## src/rtl/bfd_pkg.sv

```systemverilog
`timescale 1ns / 1ps
package bfd_pkg;

    localparam int CFG_IW  = 3;
    localparam int CFG_DW  = 28;
    localparam int SRC_W   = 12;
    localparam int OUTW_W  = 11;
    localparam int OUTH_W  = 12;
    localparam int STEP_W  = 28;
    localparam int POSX_W  = 12;
    localparam int COL_W   = 13;
    localparam int POSY_W  = 23;
    localparam int FS_W    = 12;
    localparam int CNT_W   = 23;
    localparam int SUM_W   = 32;
    localparam int CH_W    = 8;
    localparam int WORD_W  = 32;

    localparam logic [CFG_IW-1:0] CFG_MODE   = 3'd0;
    localparam logic [CFG_IW-1:0] CFG_SRC_W  = 3'd1;
    localparam logic [CFG_IW-1:0] CFG_OUT_W  = 3'd2;
    localparam logic [CFG_IW-1:0] CFG_OUT_H  = 3'd3;
    localparam logic [CFG_IW-1:0] CFG_STEP_X = 3'd4;
    localparam logic [CFG_IW-1:0] CFG_STEP_Y = 3'd5;

    localparam logic MODE_RGB = 1'b0;
    localparam logic MODE_YUV = 1'b1;

    localparam logic [15:0] ALPHA_BIT = 16'h8000;

    typedef logic [2:0][SUM_W-1:0] sum3_t;

    typedef enum logic [2:0] {
        ST_CLEAR,
        ST_IDLE,
        ST_RMW,
        ST_DIV,
        ST_EMIT
    } state_t;

    typedef struct packed {
        logic            first;
        logic            fin;
        logic            last_col;
        logic            fend;
        logic            odd;
        logic [CH_W-1:0] a;
        logic [CH_W-1:0] b;
        logic [CH_W-1:0] d;
    } job_t;

endpackage

```

## src/rtl/bfd_div3.sv

```systemverilog
`timescale 1ns / 1ps
module bfd_div3 (
    input  logic                          clk,
    input  logic                          rst_n,
    input  logic                          start,
    input  bfd_pkg::sum3_t                num,
    input  logic [bfd_pkg::CNT_W-1:0]     divisor,
    output logic                          done,
    output bfd_pkg::sum3_t                quot
);
    import bfd_pkg::*;

    localparam int CW = $clog2(SUM_W);

    sum3_t                  q_reg, q_next;
    logic [2:0][CNT_W-1:0]  rem_reg, rem_next;
    logic [CNT_W-1:0]       div_reg;
    logic [CW-1:0]          cnt_reg;
    logic                   busy_reg;
    logic                   done_reg;

    // one quotient bit per cycle, restoring
    always_comb
    begin
        logic [CNT_W:0] t;
        logic           ge;
        for (int i = 0; i < 3; i++)
        begin
            t  = {rem_reg[i], q_reg[i][SUM_W-1]};
            ge = t >= {1'b0, div_reg};
            rem_next[i] = ge ? CNT_W'(t - {1'b0, div_reg}) : t[CNT_W-1:0];
            q_next[i]   = {q_reg[i][SUM_W-2:0], ge};
        end
    end

    always_ff @(posedge clk or negedge rst_n)
    begin
        if (!rst_n)
        begin
            busy_reg <= 1'b0;
            cnt_reg  <= '0;
            done_reg <= 1'b0;
        end
        else
        begin
            done_reg <= busy_reg && (cnt_reg == CW'(SUM_W - 1));
            if (start)
            begin
                busy_reg <= 1'b1;
                cnt_reg  <= '0;
            end
            else if (busy_reg)
            begin
                cnt_reg <= cnt_reg + 1'b1;
                if (cnt_reg == CW'(SUM_W - 1))
                begin
                    busy_reg <= 1'b0;
                end
            end
        end
    end

    always_ff @(posedge clk)
    begin
        if (start)
        begin
            q_reg   <= num;
            rem_reg <= '0;
            div_reg <= divisor;
        end
        else if (busy_reg)
        begin
            q_reg   <= q_next;
            rem_reg <= rem_next;
        end
    end

    assign done = done_reg;
    assign quot = q_reg;
endmodule

```

## config.mk

```make
export PLATFORM = sky130hd
export DESIGN_NAME = bfd_div3
export DESIGN_NICKNAME = d
export VERILOG_FILES = /design/src/rtl/bfd_pkg.sv /design/src/rtl/bfd_div3.sv
export SDC_FILE = /design/constraint.sdc
export NUM_CORES = 1
export LEC_CHECK = 0
export BUFFER_PORTS_ARGS = -buffer_cell sky130_fd_sc_hd__clkbuf_2
export CAP_MARGIN = 10
export CORE_MARGIN = 3
export CORE_UTILIZATION = 30
export CTS_BUF_LIST = sky130_fd_sc_hd__clkbuf_4 sky130_fd_sc_hd__clkbuf_8
export DETAILED_ROUTE_END_ITERATION = 10
export HOLD_SLACK_MARGIN = 0.12
export PLACE_DENSITY = 0.5
export SKIP_LAST_GASP = 1
export SLEW_MARGIN = 0
export SYNTH_ARGS = -nofsm -noshare
export SYNTH_HDL_FRONTEND = slang
export SYNTH_SLANG_ARGS = --single-unit
export TNS_END_PERCENT = 5
```

## constraint.sdc

```tcl
create_clock -name clk -period 5.06 [get_ports clk]
set_input_delay 0 -clock clk [delete_from_list [all_inputs] [get_ports clk]]
set_output_delay 0 -clock clk [all_outputs]
set_load 0.005 [all_outputs]
```

## After elaboration in Yosys (flattened, before gate mapping)

Cells that the tools add are included.

- $add $sub $neg: 4
- Magnitude comparators: 3
- Equal/unequal tests: 1
- Muxes and demuxes: 10
- Reduce and logical (&&, ||, !) cells: 2

Operators by type and width:

| operator | number |
|---|---|
| $mux 96 | 2 |
| $ge 24x23->1 | 3 |
| $mux 23 | 3 |
| $sub 23x23->23 | 3 |
| $mux 5 | 2 |
| $add 5x1->5 const B | 1 |
| $eq 5x5->1 const B | 1 |
| $mux 1 | 3 |
| $reduce_bool 2->1 | 1 |
| $logic_and 1x1->1 | 1 |

- Register bits: 195
- Word-level logic and storage cells: 30

## Logic depth before layout (Yosys ltp)

- Depth after elaboration: 4
- Mapped depth: 14
- Mapped depth without buffers: 12

## Worst setup path after synthesis

No wires, ideal clock.

- Path kind: register to register
- From: register busy_reg
- To: register q_reg (netlist bit quot[0]), enable pin
- Library setup time: 0.450 ns
- Arrival time: 2.536 ns
- Required time: 4.610 ns
- Setup slack: 2.074 ns
- Stages on the path, launching flop included: 4
- Clock period less this slack: 2.986 ns
- Cells stage by stage: dfrtp_1 -> clkbuf_1 -> nor2_1 -> inv_1

- Cells in the longest elaborated chain, start to end: 1

RTL lines:

| item | line | RTL |
|---|---|---|
| start, declared | bfd_div3.sv:19 | `logic busy_reg;` |
| start signal, assigned | bfd_div3.sv:40 | `busy_reg <= 1'b0;` |
| start signal, assigned | bfd_div3.sv:49 | `busy_reg <= 1'b1;` |
| start signal, assigned | bfd_div3.sv:57 | `busy_reg <= 1'b0;` |
| $reduce_bool 2->1 (no source line) | n/a |  |
| end signal, assigned | bfd_div3.sv:67 | `q_reg <= num;` |
| end signal, assigned | bfd_div3.sv:73 | `q_reg <= q_next;` |
| end, declared | bfd_div3.sv:15 | `sum3_t q_reg, q_next;` |

No other way between the ends.
A chain may end at the register's enable or synchronous reset.

## Worst setup path in the final report

- From: register div_reg[2]
- To: register rem_reg[35] (netlist name)

- Cells in the longest elaborated chain, start to end: 2
- Elaborated cells between the ends (all ways): 3
- Classes of those cells: 1 x add/sub; 1 x order compare; 1 x mux

RTL lines:

| item | line | RTL |
|---|---|---|
| start, declared | bfd_div3.sv:17 | `logic [CNT_W-1:0] div_reg;` |
| start signal, assigned | bfd_div3.sv:69 | `div_reg <= divisor;` |
| $sub 23x23->23 or $ge 24x23->1 (tied branches) | bfd_div3.sv:31, bfd_div3.sv:30 |  |
| $mux 23 * | bfd_div3.sv:31 | `rem_next[i] = ge ? CNT_W'(t - {1'b0, div_reg}) : t[CNT_W-1:0];` |
| end signal, assigned | bfd_div3.sv:74 | `rem_reg <= rem_next;` |
| end, declared | bfd_div3.sv:16 | `logic [2:0][CNT_W-1:0] rem_reg, rem_next;` |

Mark *: on every way between the ends. The rest lies on a longest branch, timed or not.

==> flow_metrics.tcl <==
set metrics [dict create \
    syn_avg_cell_area_um2 10.42 \
    report.final.setup_viol 0 \
    outcome "finished clean" \
    ant_nets 0 \
    crit_arrival_ns 3.83 \
    clk_latency_ns 0.48 \
    synth_mux_area_share_pct 11.63 \
    synthCells 1109 \
    num_io_pins 219 \
    synth_compound_area_share_pct 17.24 \
    hold_slack_ns 0.2407 \
    fmax_mhz 285.9 \
    synth_cell_types 74 \
    fin_tns_setup_ns 0 \
    layout_common_cells "clkbuf_2 (217), dlygate4sd3_1 (144), edfxtp_1 (119)" \
    die_y_um 202.2 \
    antenna_found_initial 0 \
    critPathRequiredTime_ns 5.39 \
    firstDrtPassIters 4 \
    hpwl_mm 23.43 \
    path_clk_slew_ns 0.11 \
    first_global_vias 10060 \
    start_kind "flip-flop" \
    die-area_um2 40900 \
    grt_pass1_wl_mm 53.50 \
    slew_headroom_pct 36.30 \
    synthSimpleGateAreaFrac_pct 10.40 \
    synth-seq-area-share_pct 44.41 \
    min_path_type "primary input to flip-flop" \
    criticalPathCategory "flip-flop to flip-flop" \
    cts_root_buffer "clkbuf_8" \
    worstReg2RegStart "div_reg[2]" \
    synth_flop_cell "edfxtp_1" \
    cts_buffer_depth 2 \
    overflow 0 \
    grt_max_degree 69 \
    drcViolationCount 0 \
    largest_register_ffs 96 \
    insertedDiodeCount 0 \
    wl_mm 33.39 \
    layout_commonest_cell "clkbuf_2" \
    drt_iter0_drc 388 \
    synth_fa_ha_area_share_pct 8.210 \
    numCtsBuffers 17 \
    ys.warnings.count 0 \
    power_density_nw_per_um2 361.6 \
    nets 1638 \
    maxCapViolCount 0 \
    async_flop_share_pct 3.590 \
    routabilityCongestion 0.8781 \
    cts_tree "yes" \
    dp_slack_ns 1.576 \
    layout-drive-gt1-share_pct 25.72 \
    vias 9647 \
    cts_setup_buffers 0 \
    min_from "divisor[8]" \
    wl_per_cell_um 16.99 \
    p_leak_nw 6.339 \
    clock_skew_ns 0.01797 \
    rsz0062_at_grt "no" \
    dieWidth_um 202.2 \
    synth_top_family_by_area "compound AO/OA/AOI/OAI gates" \
    cp_max_fo 32 \
    crit_path_end_kind "flip-flop" \
    ir_drop_mv 0.1555 \
    io_buffers 218 \
    synth_fp_nets 1305 \
    fin_ws_ns 1.562 \
    core_area_um2 37840 \
    maxSlewViolCount 0 \
    track_usage_pct 16.29 \
    ys_ff_latch 195 \
    syn_area_um2 11550 \
    start_util_pct 30.53 \
    viasPerCell 4.909 \
    crit_start "div_reg[2]" \
    fin_crit_sh_pct 69.13 \
    synth_edf_count 119 \
    hold_viol_final 0 \
    cts.sink_count 195 \
    syn_to_final_growth_pct 28.84 \
    worstMarginPinSlew_ns 0.9536 \
    period_minus_slack_ns 3.498 \
    htree_levels 4 \
    rows 71 \
    yosys.area_share.xor_xnor_pct 4.246 \
]
==> path summary, 6_finish.rpt <==
kind | cells past startpoint | to | slack [ns]
max in group asynchronous | 3 | busy_reg | 4.27
min in group asynchronous | 3 | busy_reg | 0.53
worst max-delay path | 12 | rem_reg[35] | 1.56
worst min-delay path | 2 | div_reg[8] | 0.24
worst max register to register | 12 | rem_reg[35] | 1.56
worst min register to register | 2 | rem_reg[44] | 0.49
==> cell families (layout without fill, tap and decap cells) <==
logic type	count (synthesis)	count (layout)
adders and majority gates	74	74
and+or+nand+nor	261	261
AOI/OAI and AO/OA	301	301
buffers and inverters	100	445
DFF	195	195
xor gates and xnor gates	56	56
muxes	122	122
==> through the flow <==
step | std cells | util (%) | area (um2) | power [mW]
after floorplan | 1109 | - | 11550 | 3.825
after global placement | 1790 | 34.58 | 13090 | 4.319
after detailed placement | 1790 | 34.58 | 13090 | 4.322
after CTS | 1965 | 39.33 | 14880 | 5.424
after global routing | 1965 | 39.33 | 14880 | 5.785
final | 1965 | 39.33 | 14880 | 5.383
==> synthesized netlist by cell type (5+ instances only) <==
cell / count / area [um2]
dfrtp_1: 7 / 175.2
a211oi_1: 32 / 240.2
nand4_1: 14 / 87.58
o21ai_0: 62 / 310.3
o21a_1: 9 / 67.56
or3_1: 7 / 43.79
xor2_1: 22 / 192.7
nand2_1: 70 / 262.8
o31ai_1: 6 / 45.04
dfxtp_1: 69 / 1381
nor3_1: 9 / 45.04
mux2_2: 94 / 1059
ha_1: 71 / 888.4
nor2_1: 109 / 409.1
a21oi_2: 6 / 52.55
o21bai_1: 7 / 52.55
inv_1: 44 / 165.2
o211ai_1: 7 / 52.55
a21oi_1: 78 / 390.4
and3_1: 6 / 37.54
clkbuf_1: 38 / 142.6
nand2b_1: 10 / 62.56
nor2b_1: 9 / 56.30
a21o_1: 31 / 232.7
a31oi_1: 6 / 37.54
xnor2_1: 34 / 297.8
edfxtp_1: 119 / 3573
nand3_1: 6 / 30.03
mux2i_1: 27 / 270.3
buf_4: 5 / 37.54
o21ai_1: 8 / 40.04
==> what timing repair did <==
| item | in CTS | in global routing |
|---|---|---|
| endpoints found under the hold margin | 143 | 0 |
| gates resized for setup | 0 | 0 |
| hold buffers | 144 | 0 |
==> power breakdown <==
| part | total [mW] | switching [mW] | internal [mW] |
|---|---|---|---|
| Combinational | 2.25 | 1.22 | 1.02 |
| Clock | 0.979 | 0.625 | 0.353 |
| Sequential | 2.16 | 0.194 | 1.96 |
==> critical path: stages (launching register included) <==
cell,delay [ns]
edfxtp_1,0.38
inv_1,0.18
ha_1,0.32
nor2b_4,0.16
o31ai_1,0.36
a21boi_2,0.14
o21a_1,0.25
a41oi_2,0.24
o31a_1,0.51
buf_4,0.44
nor3_1,0.11
a21oi_1,0.17
a211oi_1,0.09
==> metal layers <==
layer	part of all wire [%]	GRT usage, %	vias to the layer above
li1	-	-	4771
met1	42	19.42	4594
met2	50	28.92	251
met3	6.3	4.638	31
met4	1.6	4.133	0
met5	0	0	-
==> final cells by class <==
| type | count | area, um2 |
|---|---|---|
| Clock buffer | 17 | 234.0 |
| Clock inverter | 14 | 121.4 |
| Fill cell | 3807 | 22960 |
| Multi-Input combinational cell | 814 | 5992 |
| Inverter | 44 | 167.7 |
| Sequential cell | 195 | 5131 |
| Timing Repair Buffer | 370 | 2599 |
| Tap cell | 511 | 639.4 |
Power figures use the tool's default switching activity.
